<file path="src/hw/rtl/bmp24_pkg.sv">
package bmp24_pkg;

	// Parse phases of the byte stream
	typedef enum logic [2:0] {
		PH_HEADER = 3'd0,
		PH_SKIP   = 3'd1,
		PH_PIXEL  = 3'd2,
		PH_PAD    = 3'd3,
		PH_DRAIN  = 3'd4
	} phase_t;

	// Component position inside one pixel triple
	typedef enum logic [1:0] {
		CP_BLUE  = 2'd0,
		CP_GREEN = 2'd1,
		CP_RED   = 2'd2
	} comp_t;

	typedef enum logic {
		RK_PIXEL  = 1'b0,
		RK_REJECT = 1'b1
	} result_kind_t;

	// APB register map
	localparam int unsigned ADDR_BITS = 3;
	typedef logic [0:0] reg_idx_t;
	localparam reg_idx_t REG_FILE_LENGTH = 1'b0;

	// Header layout (byte offsets, little endian fields)
	localparam int unsigned HDR_BYTES      = 54;
	localparam int unsigned HDR_LAST       = HDR_BYTES - 1;
	localparam int unsigned HOFS_SIGNATURE = 0;
	localparam int unsigned HOFS_OFFSET    = 10;
	localparam int unsigned HOFS_INFO_SIZE = 14;
	localparam int unsigned HOFS_WIDTH     = 18;
	localparam int unsigned HOFS_HEIGHT    = 22;
	localparam int unsigned HOFS_PLANES    = 26;
	localparam int unsigned HOFS_BPP       = 28;
	localparam int unsigned HOFS_COMPRESS  = 30;

	localparam logic [15:0] BMP_SIGNATURE = 16'h4D42;
	localparam logic [31:0] BMP_INFO_SIZE = 32'd40;
	localparam logic [15:0] BMP_PLANES    = 16'd1;
	localparam logic [15:0] BMP_BPP       = 16'd24;

	typedef struct packed {
		logic ok;
		logic top_down;
	} hdr_flags_t;

endpackage

</file>
<file path="src/hw/rtl/bmp24_apb_regs.sv">
module bmp24_apb_regs #(
	parameter int unsigned LENGTH_BITS = 24
) (
	input  logic                            clk,
	input  logic                            arst_n,
	input  logic                            psel,
	input  logic                            penable,
	input  logic                            pwrite,
	input  logic [bmp24_pkg::ADDR_BITS-1:0] paddr,
	input  logic [31:0]                     pwdata,
	output logic [31:0]                     prdata,
	output logic                            pready,
	output logic [LENGTH_BITS-1:0]          file_length
);
	import bmp24_pkg::*;

	reg_idx_t                 reg_idx;
	logic [LENGTH_BITS-1:0]   file_length_q;

	assign reg_idx = paddr[2];
	assign pready  = 1'b1;

	always_ff @(posedge clk or negedge arst_n) begin
		if (!arst_n) begin
			file_length_q <= '0;
		end else if (psel && penable && pwrite && reg_idx == REG_FILE_LENGTH) begin
			file_length_q <= pwdata[LENGTH_BITS-1:0];
		end
	end

	always_comb begin
		unique case (reg_idx)
			REG_FILE_LENGTH: prdata = 32'(file_length_q);
			default:         prdata = '0;
		endcase
	end

	assign file_length = file_length_q;

endmodule

</file>
<file path="src/hw/rtl/bmp24_hdr_check.sv">
module bmp24_hdr_check #(
	parameter int unsigned MAX_WIDTH   = 1024,
	parameter int unsigned MAX_HEIGHT  = 1024,
	parameter int unsigned LENGTH_BITS = 24,
	localparam int unsigned WB = $clog2(MAX_WIDTH + 1),
	localparam int unsigned HB = $clog2(MAX_HEIGHT + 1)
) (
	input  logic                      clk,
	input  logic                      capture,
	input  logic [LENGTH_BITS-1:0]    pos,
	input  logic [7:0]                byte_in,
	input  logic [LENGTH_BITS-1:0]    file_length,
	output bmp24_pkg::hdr_flags_t     flags,
	output logic [WB-1:0]             width,
	output logic [HB-1:0]             height,
	output logic [LENGTH_BITS-1:0]    offset
);
	import bmp24_pkg::*;

	localparam int unsigned PAD_W  = WB + 2;
	localparam int unsigned PROD_W = PAD_W + HB;
	localparam int unsigned NEED_W = ((PROD_W > 32) ? PROD_W : 32) + 1;

	logic [15:0]        sig_q, planes_q, bpp_q;
	logic [31:0]        off_q, info_q, w_q, h_q, comp_q;
	logic [31:0]        mag;
	logic [WB-1:0]      w_lo;
	logic [PAD_W-1:0]   padded;
	logic [PROD_W-1:0]  prod_q;
	logic [NEED_W-1:0]  need;
	logic               fmt_ok, w_ok, h_ok, off_ok, len_ok;

	// Only the fields that are checked are kept; other header bytes are dropped
	always_ff @(posedge clk) begin
		if (capture) begin
			for (int i = 0; i < 2; i++) begin
				if (pos == LENGTH_BITS'(HOFS_SIGNATURE + i)) sig_q[8*i +: 8]    <= byte_in;
				if (pos == LENGTH_BITS'(HOFS_PLANES + i))    planes_q[8*i +: 8] <= byte_in;
				if (pos == LENGTH_BITS'(HOFS_BPP + i))       bpp_q[8*i +: 8]    <= byte_in;
			end
			for (int i = 0; i < 4; i++) begin
				if (pos == LENGTH_BITS'(HOFS_OFFSET + i))    off_q[8*i +: 8]  <= byte_in;
				if (pos == LENGTH_BITS'(HOFS_INFO_SIZE + i)) info_q[8*i +: 8] <= byte_in;
				if (pos == LENGTH_BITS'(HOFS_WIDTH + i))     w_q[8*i +: 8]    <= byte_in;
				if (pos == LENGTH_BITS'(HOFS_HEIGHT + i))    h_q[8*i +: 8]    <= byte_in;
				if (pos == LENGTH_BITS'(HOFS_COMPRESS + i))  comp_q[8*i +: 8] <= byte_in;
			end
		end
	end

	assign mag    = h_q[31] ? (~h_q + 32'd1) : h_q;
	assign w_lo   = w_q[WB-1:0];
	// row stride rounded up to 4 bytes; low width bits suffice once width is in range
	assign padded = ((PAD_W'(w_lo) << 1) + PAD_W'(w_lo) + PAD_W'(3)) & ~PAD_W'(3);

	// The fields settle long before the last header byte, so the product
	// is registered well ahead of the check
	always_ff @(posedge clk) begin
		prod_q <= PROD_W'(padded) * PROD_W'(mag[HB-1:0]);
	end

	assign fmt_ok = (sig_q == BMP_SIGNATURE) && (info_q == BMP_INFO_SIZE) &&
	                (planes_q == BMP_PLANES) && (bpp_q == BMP_BPP) && (comp_q == '0);
	assign w_ok   = (w_q != '0) && !w_q[31] && (w_q <= 32'(MAX_WIDTH));
	assign h_ok   = (h_q != '0) && (mag <= 32'(MAX_HEIGHT));
	assign off_ok = (off_q >= 32'(HDR_BYTES)) && (off_q <= 32'(file_length));
	assign need   = NEED_W'(off_q) + NEED_W'(prod_q);
	assign len_ok = need <= NEED_W'(file_length);

	assign flags.ok       = fmt_ok && w_ok && h_ok && off_ok && len_ok;
	assign flags.top_down = h_q[31];
	assign width          = w_lo;
	assign height         = mag[HB-1:0];
	assign offset         = off_q[LENGTH_BITS-1:0];

endmodule

</file>
<file path="src/hw/rtl/bmp24_stream_decoder_core.sv">
// Channel  | Handshake                | Payload
// -------- | ------------------------ | -----------------------------------------------
// in       | in_valid / in_stall      | file_byte
// out      | out_valid / out_stall    | result_kind, pixel_rgb, pixel_row, pixel_column,
//          |                          | last_pixel
// config   | APB psel/penable/pwrite  | paddr, pwdata, prdata (file_length at 0x0)
//
// One byte per cycle while out_stall is low: a request is taken into the input register
// and its result is registered into the output register.
// The header check runs in the cycle of the last header byte.
// Reset clears the parse state, the output valid and file_length.
// While a result waits under out_stall and the input register is empty, one more
// byte is taken into it, then in_stall rises.
module bmp24_stream_decoder_core #(
	parameter int unsigned MAX_WIDTH   = 1024,
	parameter int unsigned MAX_HEIGHT  = 1024,
	parameter int unsigned LENGTH_BITS = 24
) (
	input  logic                            clk,
	input  logic                            arst_n,
	input  logic                            psel,
	input  logic                            penable,
	input  logic                            pwrite,
	input  logic [bmp24_pkg::ADDR_BITS-1:0] paddr,
	input  logic [31:0]                     pwdata,
	output logic [31:0]                     prdata,
	output logic                            pready,
	input  logic                            in_valid,
	output logic                            in_stall,
	input  logic [7:0]                      file_byte,
	output logic                            out_valid,
	input  logic                            out_stall,
	output logic                            result_kind,
	output logic [23:0]                     pixel_rgb,
	output logic [9:0]                      pixel_row,
	output logic [9:0]                      pixel_column,
	output logic                            last_pixel
);
	import bmp24_pkg::*;

	localparam int unsigned WB = $clog2(MAX_WIDTH + 1);
	localparam int unsigned HB = $clog2(MAX_HEIGHT + 1);
	localparam int unsigned CW = (MAX_WIDTH > 1) ? $clog2(MAX_WIDTH) : 1;
	localparam int unsigned RW = (MAX_HEIGHT > 1) ? $clog2(MAX_HEIGHT) : 1;
	localparam int unsigned PW = LENGTH_BITS + 1;

	logic [LENGTH_BITS-1:0] file_length;
	hdr_flags_t             hflags;
	logic [WB-1:0]          hdr_width;
	logic [HB-1:0]          hdr_height;
	logic [LENGTH_BITS-1:0] hdr_offset;

	// input stage
	logic                   valid_s1;
	logic [7:0]             byte_s1;
	logic                   advance, in_acc, proc;

	// parse state
	phase_t                 phase_q, phase_d;
	logic [LENGTH_BITS-1:0] pos_q, pos_d, offset_q, offset_d;
	logic [WB-1:0]          width_q, width_d;
	logic [HB-1:0]          height_q, height_d;
	logic                   top_q, top_d;
	logic [RW-1:0]          row_q, row_d;
	logic [CW-1:0]          col_q, col_d;
	comp_t                  comp_q, comp_d;
	logic [15:0]            held_q, held_d;
	logic [1:0]             pad_q, pad_d, pad_dec;

	logic [PW-1:0]          pos_p1;
	logic                   at_hdr_last, eof, last_col, last_row;
	logic [HB-1:0]          row_tgt;

	// result
	logic                   emit;
	result_kind_t           kind_d;
	logic [23:0]            rgb_d;
	logic [9:0]             prow_d, pcol_d;
	logic                   plast_d;

	logic                   out_valid_q, kind_q, last_q;
	logic [23:0]            rgb_q;
	logic [9:0]             prow_q, pcol_q;

	bmp24_apb_regs #(.LENGTH_BITS(LENGTH_BITS)) u_regs (
		.clk         (clk),
		.arst_n      (arst_n),
		.psel        (psel),
		.penable     (penable),
		.pwrite      (pwrite),
		.paddr       (paddr),
		.pwdata      (pwdata),
		.prdata      (prdata),
		.pready      (pready),
		.file_length (file_length)
	);

	bmp24_hdr_check #(
		.MAX_WIDTH   (MAX_WIDTH),
		.MAX_HEIGHT  (MAX_HEIGHT),
		.LENGTH_BITS (LENGTH_BITS)
	) u_hdr (
		.clk         (clk),
		.capture     (proc && file_length != '0 && phase_q == PH_HEADER),
		.pos         (pos_q),
		.byte_in     (byte_s1),
		.file_length (file_length),
		.flags       (hflags),
		.width       (hdr_width),
		.height      (hdr_height),
		.offset      (hdr_offset)
	);

	assign advance  = !out_valid_q || !out_stall;
	assign in_stall = valid_s1 && !advance;
	assign in_acc   = in_valid && !in_stall;
	assign proc     = valid_s1 && advance;

	always_ff @(posedge clk or negedge arst_n) begin
		if (!arst_n) begin
			valid_s1 <= 1'b0;
		end else if (in_acc) begin
			valid_s1 <= 1'b1;
		end else if (advance) begin
			valid_s1 <= 1'b0;
		end
	end

	always_ff @(posedge clk) begin
		if (in_acc) begin
			byte_s1 <= file_byte;
		end
	end

	assign pos_p1      = PW'(pos_q) + PW'(1);
	assign at_hdr_last = pos_q == LENGTH_BITS'(HDR_LAST);
	assign eof         = pos_p1 >= PW'(file_length);
	assign last_col    = (WB + 1)'(col_q) + (WB + 1)'(1) >= (WB + 1)'(width_q);
	assign last_row    = (HB + 1)'(row_q) + (HB + 1)'(1) >= (HB + 1)'(height_q);
	assign row_tgt     = top_q ? HB'(row_q) : height_q - HB'(1) - HB'(row_q);
	assign pad_dec     = (pad_q != 2'd0) ? pad_q - 2'd1 : pad_q;

	// next state
	always_comb begin
		phase_d  = phase_q;
		pos_d    = pos_q;
		offset_d = offset_q;
		width_d  = width_q;
		height_d = height_q;
		top_d    = top_q;
		row_d    = row_q;
		col_d    = col_q;
		comp_d   = comp_q;
		held_d   = held_q;
		pad_d    = pad_q;
		if (proc && file_length != '0) begin
			unique case (phase_q)
				PH_HEADER: begin
					if (at_hdr_last) begin
						if (hflags.ok) begin
							width_d  = hdr_width;
							height_d = hdr_height;
							top_d    = hflags.top_down;
							offset_d = hdr_offset;
							phase_d  = (hdr_offset > LENGTH_BITS'(HDR_BYTES)) ? PH_SKIP
							                                                   : PH_PIXEL;
						end else begin
							phase_d = PH_DRAIN;
						end
					end
				end
				PH_SKIP: begin
					if (pos_p1 >= PW'(offset_q)) begin
						phase_d = PH_PIXEL;
					end
				end
				PH_PIXEL: begin
					unique case (comp_q)
						CP_BLUE: begin
							held_d = {8'h00, byte_s1};
							comp_d = CP_GREEN;
						end
						CP_GREEN: begin
							held_d = {byte_s1, held_q[7:0]};
							comp_d = CP_RED;
						end
						default: begin
							held_d = '0;
							comp_d = CP_BLUE;
							if (!last_col) begin
								col_d = col_q + CW'(1);
							end else if (last_row) begin
								phase_d = PH_DRAIN;
							end else begin
								col_d = '0;
								row_d = row_q + RW'(1);
								// (4 - 3w) mod 4 equals w mod 4
								pad_d = 2'(width_q);
								if (2'(width_q) != 2'd0) begin
									phase_d = PH_PAD;
								end
							end
						end
					endcase
				end
				PH_PAD: begin
					pad_d = pad_dec;
					if (pad_dec == 2'd0) begin
						phase_d = PH_PIXEL;
					end
				end
				PH_DRAIN: begin
				end
				default: phase_d = PH_HEADER;
			endcase

			// a rejected header drops the image state
			if (phase_q == PH_HEADER && at_hdr_last && !hflags.ok) begin
				width_d  = '0;
				height_d = '0;
				top_d    = 1'b0;
				offset_d = '0;
			end

			if (eof) begin
				pos_d    = '0;
				phase_d  = PH_HEADER;
				width_d  = '0;
				height_d = '0;
				top_d    = 1'b0;
				offset_d = '0;
				row_d    = '0;
				col_d    = '0;
				comp_d   = CP_BLUE;
				held_d   = '0;
				pad_d    = '0;
			end else begin
				pos_d = pos_p1[LENGTH_BITS-1:0];
			end
		end
	end

	// result of the current request
	always_comb begin
		emit    = 1'b0;
		kind_d  = RK_PIXEL;
		rgb_d   = '0;
		prow_d  = '0;
		pcol_d  = '0;
		plast_d = 1'b0;
		if (proc && file_length != '0) begin
			unique case (phase_q)
				PH_HEADER: begin
					// bad header at its last byte, or a file ending inside the header
					if (at_hdr_last ? !hflags.ok : eof) begin
						emit   = 1'b1;
						kind_d = RK_REJECT;
					end
				end
				PH_PIXEL: begin
					if (comp_q == CP_RED) begin
						emit    = 1'b1;
						rgb_d   = {byte_s1, held_q};
						prow_d  = 10'(row_tgt);
						pcol_d  = 10'(col_q);
						plast_d = last_row && last_col;
					end
				end
				default: begin
				end
			endcase
		end
	end

	always_ff @(posedge clk or negedge arst_n) begin
		if (!arst_n) begin
			phase_q  <= PH_HEADER;
			pos_q    <= '0;
			offset_q <= '0;
			width_q  <= '0;
			height_q <= '0;
			top_q    <= 1'b0;
			row_q    <= '0;
			col_q    <= '0;
			comp_q   <= CP_BLUE;
			held_q   <= '0;
			pad_q    <= '0;
		end else begin
			phase_q  <= phase_d;
			pos_q    <= pos_d;
			offset_q <= offset_d;
			width_q  <= width_d;
			height_q <= height_d;
			top_q    <= top_d;
			row_q    <= row_d;
			col_q    <= col_d;
			comp_q   <= comp_d;
			held_q   <= held_d;
			pad_q    <= pad_d;
		end
	end

	always_ff @(posedge clk or negedge arst_n) begin
		if (!arst_n) begin
			out_valid_q <= 1'b0;
		end else if (advance) begin
			out_valid_q <= emit;
		end
	end

	always_ff @(posedge clk) begin
		if (advance && emit) begin
			kind_q <= kind_d;
			rgb_q  <= rgb_d;
			prow_q <= prow_d;
			pcol_q <= pcol_d;
			last_q <= plast_d;
		end
	end

	assign out_valid    = out_valid_q;
	assign result_kind  = kind_q;
	assign pixel_rgb    = rgb_q;
	assign pixel_row    = prow_q;
	assign pixel_column = pcol_q;
	assign last_pixel   = last_q;

	// once past the header the position can never sit inside it
	assert property (@(posedge clk) disable iff (!arst_n)
		phase_q != PH_HEADER |-> pos_q >= LENGTH_BITS'(HDR_BYTES))
		else $error("parse phase left header before the header was complete");

	assert property (@(posedge clk) disable iff (!arst_n)
		phase_q == PH_PAD |-> pad_q != 2'd0)
		else $error("padding phase with no padding left");

	assert property (@(posedge clk) disable iff (!arst_n)
		comp_q != CP_BLUE |-> phase_q == PH_PIXEL && comp_q != 2'd3)
		else $error("partial pixel held outside the pixel phase");

	assert property (@(posedge clk) disable iff (!arst_n)
		out_valid && result_kind == RK_REJECT |->
			pixel_rgb == '0 && pixel_row == '0 && pixel_column == '0 && !last_pixel)
		else $error("rejected result carries pixel data");

endmodule
</file>
<file path="config.mk">
export PLATFORM = sky130hd
export DESIGN_NAME = bmp24_stream_decoder_core
export DESIGN_NICKNAME = d
export VERILOG_FILES = /design/src/hw/rtl/bmp24_pkg.sv /design/src/hw/rtl/bmp24_apb_regs.sv /design/src/hw/rtl/bmp24_hdr_check.sv /design/src/hw/rtl/bmp24_stream_decoder_core.sv
export SDC_FILE = /design/constraint.sdc
export NUM_CORES = 1
export LEC_CHECK = 0
export BUFFER_PORTS_ARGS = -buffer_cell sky130_fd_sc_hd__buf_4
export CORE_AREA = 2 2 246 248
export DETAILED_ROUTE_END_ITERATION = 8
export DIE_AREA = 0 0 248 250
export SLEW_MARGIN = 40
export SYNTH_ARGS = -nofsm -noshare
export SYNTH_HDL_FRONTEND = slang
export SYNTH_HIERARCHICAL = 1
export SYNTH_SLANG_ARGS = --single-unit
</file>
<file path="constraint.sdc">
create_clock -name clk -period 15.5 [get_ports clk]
set_input_delay 1.55 -clock clk [delete_from_list [all_inputs] [get_ports clk]]
set_output_delay 1.55 -clock clk [all_outputs]
set_load 0.02 [all_outputs]
</file>
==> metrics.md <==
| Metric | Value |
|---|---|
| F_max | `120 MHz` |
| Flops & latches, synth | `424` |
| Global-route wire length before repair | `108000 um` |
| Largest vdd supply drop | `0.0892 mV` |
| CTS clk-pin slew, worst paths | `0.06 ns` |
| Cell with the most instances after synthesis | `inv_1` |
| Resized cells post-CTS | `0` |
| RSZ-0062 raised after global routing | `no` |
| Nets | `2937` |
| Post-layout min period | `around 8.3 ns` |
| Worst Tran Pin Value | `0.848 ns` |
| Yosys cell types | `96` |
| Layout cell share with drive strength beyond 1 | `12.7%` |
| Vias/cell | `5.67` |
| TritonCTS buffer count | `48` |
| Largest net degree at the start of global routing | `80` |
| Synth Instances | `2483` |
| Max Cap Violations | `0` |
| Die width | `248 um` |
| Syn Std Cell Area | `26500 um^2` |
| Critical-path maximum fanout | `5` |
| Worst hold slack | `about 0.47 ns` |
| Ys async rst share | `33.0%` |
| Area growth syn-to-layout | `12.1%` |
| Starting Density | `44.5%` |
| Most frequent cells after synthesis | `inv_1 (298), edfxtp_1 (262), ha_1 (235)` |
| Syn Area/Cell | `10.7 um^2` |
| Post-synth top flop | `edfxtp_1` |
| Number of flops mapped to enable cells by yosys | `262` |
| Hold buffers post-CTS | `0` |
| Clock tree buffer depth | `3` |
| Max-slew headroom | `~43%` |
| DR pass1 iterations | `5` |
| Vias in the first global route | `19200` |
| Clock sink total | `424` |
| Cell taking the most area after synthesis | `edfxtp_1` |
| Crit path arrival time | `8.84 ns` |
| WL/cell | `20.4 um` |
| Port Buffers | `111` |
| Post-DP HPWL | `about 50000 um` |
| Antenna violation net count after detailed routing | `0` |
| Design Area, Final | `29700 um^2` |
| Die extent in y | `250 um` |
| Post-route clock skew | `0.0215 ns` |
| CTS tree | `yes` |
| Die area | `62000 um^2` |
| GR Util All Layers | `22.4%` |
| Hold Violations, Final | `0` |
| GPL Wtd Cong | `0.901` |
| Number of H-tree levels | `2` |
| Final setup violation count | `0` |
| GRT Residual Overflow | `0` |
| CP dominant cell by count | `fa_1` |
| Final TNS setup | `0 ns` |
| Worst path bufs/invs | `3` |
| I/O pin total | `approximately 130` |
| CP delay by family, top | `adder cells` |
| Detailed Route WL | `between 60000 and 70000 um` |
| Pins Over Slew Limit | `0` |
| Post-synthesis sequential area ratio | `44.6%` |
| Worst-Skew Late Latency | `0.59 ns` |
| Row count | `90` |
| Post-DP Area | `28000 um^2` |
| Lkg Pwr | `12.8 nW` |
| Crit path required time | `16.01 ns` |
| Synth area leaders | `edfxtp_1 (30%), dfrtp_1 (13%), ha_1 (11%)` |
| Status | `finished, final reports clean` |
| Pwr/cell area | `139 nW/um^2` |
| CP Class | `reg2reg` |
| Drt drc | `0` |
| Initial antenna violation count | `1` |
| Critical Path Max Stage Delay | `0.60 ns` |
| Vias | `19200` |
| Setup bufs post-CTS | `0` |
| Core area | `59600 um^2` |
| Post-route clock period utilization | `53.8%` |
| Clock tree root driver cell | `clkbuf_16` |
| Drt initial violations | `1454` |
| Startpoint Class | `flop` |
| Worst setup EP type | `flop` |
| Yosys warnings | `6` |
| Share of the synthesized area in the top cell type | `29.7%` |
| Slowest cell on the critical path | `o41ai_1` |
| HP Class | `reg2reg` |
| Core Util, Final | `49.9%` |
[cells by family (layout without fill, tap and decap cells)]
family | Yosys count | in the layout | share of synthesized area, %
AOI/OAI and AO/OA | 410 | 410 | 11.0
xor gates and xnor gates | 97 | 97 | 3.26
adders and majority gates | 317 | 317 | 17.3
buffers and inverters | 412 | 531 | 6.76
DFF | 424 | 424 | 44.6
muxes | 37 | 37 | 1.81
other | 2 | 10 | 0.0283
and+or+nand+nor | 784 | 784 | 15.3
[registers in the layout (all words and copies together) (netlist names), 10 cells and up]
signal              cells
pixel_rgb              24
u_hdr/prod_q           22
u_hdr/sig_q            16
pixel_row              10
u_hdr/off_q            32
u_regs/file_length     24
u_hdr/planes_q         16
u_hdr/w_q              32
pixel_column           10
u_hdr/bpp_q            16
held_q                 16
height_q               11
width_q                11
row_q                  10
col_q                  10
pos_q                  24
u_hdr/info_q           32
offset_q               24
u_hdr/h_q              32
u_hdr/comp_q           32
[layer usage]
metal	wire length [um]	global-route usage [%]	part of all wire, %
met5	12	0	0.017
met3	3230	2.87	4.7
met1	31200	31.2	45
met4	1710	6.23	2.5
met2	33000	36.5	48
[final timing paths]
| path | startpoint | end | slack [ns] | cells past startpoint |
|---|---|---|---|---|
| hold reg to reg | offset_q[1] | offset_q[1] | 0.47 | 2 |
| min in group asynchronous | arst_n | u_regs/file_length[18] | 0.98 | 1 |
| hold / removal | offset_q[1] | offset_q[1] | 0.47 | 2 |
| max in group asynchronous | arst_n | held_q[10] | 13.40 | 2 |
| setup reg to reg | u_hdr/w_q[2] | u_hdr/prod_q[22] | 7.16 | 27 |
| setup / recovery | u_hdr/w_q[2] | u_hdr/prod_q[22] | 7.16 | 27 |
[cells in the final DEF, fill, tap and decap left out, drive strengths merged, types with 30 or more instances in the layout]
cell    netlist  final
o31ai        62     62
xor2         35     35
nor2b        34     34
dfrtp       140    140
edfxtp      262    262
ha          235    235
or2          30     30
fa           82     82
nand2       196    196
nor3         39     39
clkbuf       42     61
o21ai        67     67
xnor2        62     62
a21oi        81     81
nor4         75     75
inv         301    303
nand3        46     46
nor2        185    185
buf          68    139
nand4        42     42
and2         31     31
[power breakdown]
part | leakage, nW | switching, W | total, W | internal, W
Combinational | 7.57 | 0.000790 | 0.00140 | 0.000605
Sequential | 4.41 | 0.000196 | 0.00155 | 0.00136
Clock | 0.785 | 0.000476 | 0.00118 | 0.000701
Total | 12.8 | 0.00146 | 0.00412 | 0.00266
[metrics by stage]
stage	power, W	setup slack, ns	std cells
after global placement	0.00289	7.39	3298
after global routing	0.00440	6.69	3391
final	0.00412	7.16	3392
after floorplan	0.00254	8.22	2490
after detailed placement	0.00295	7.27	3302
after CTS	0.00414	7.24	3391
[area by class of cell]
type / count / area [um^2]
Fill cell: 5375 / 29900
Multi-Input combinational cell: 1654 / 13100
Sequential cell: 424 / 11800
Clock buffer: 60 / 1310
Inverter: 302 / 1130
Timing Repair Buffer: 140 / 1080
Tap cell: 782 / 978
Clock inverter: 29 / 324
Antenna cell: 1 / 2.50
[worst reg2reg max path, cell delays in order, from the launching register on]
cell and delay, ns:
edfxtp_1 0.48, ha_1 0.33, ha_1 0.32, a31o_2 0.25, a21oi_1 0.28, o21bai_1 0.11
a21oi_1 0.33, o21ai_0 0.20, or2_2 0.33, xor2_1 0.48, nand2_1 0.16, fa_1 0.55
inv_1 0.06, fa_1 0.50, inv_1 0.05, fa_1 0.47, fa_1 0.52, fa_1 0.55
inv_1 0.06, ha_1 0.34, a21o_1 0.19, a21oi_1 0.23, a2bb2oi_1 0.20, o31ai_1 0.12
o41ai_1 0.60, o2111ai_1 0.24, a21oi_1 0.21, xnor2_1 0.13
(Power assumes the default switching activity.)
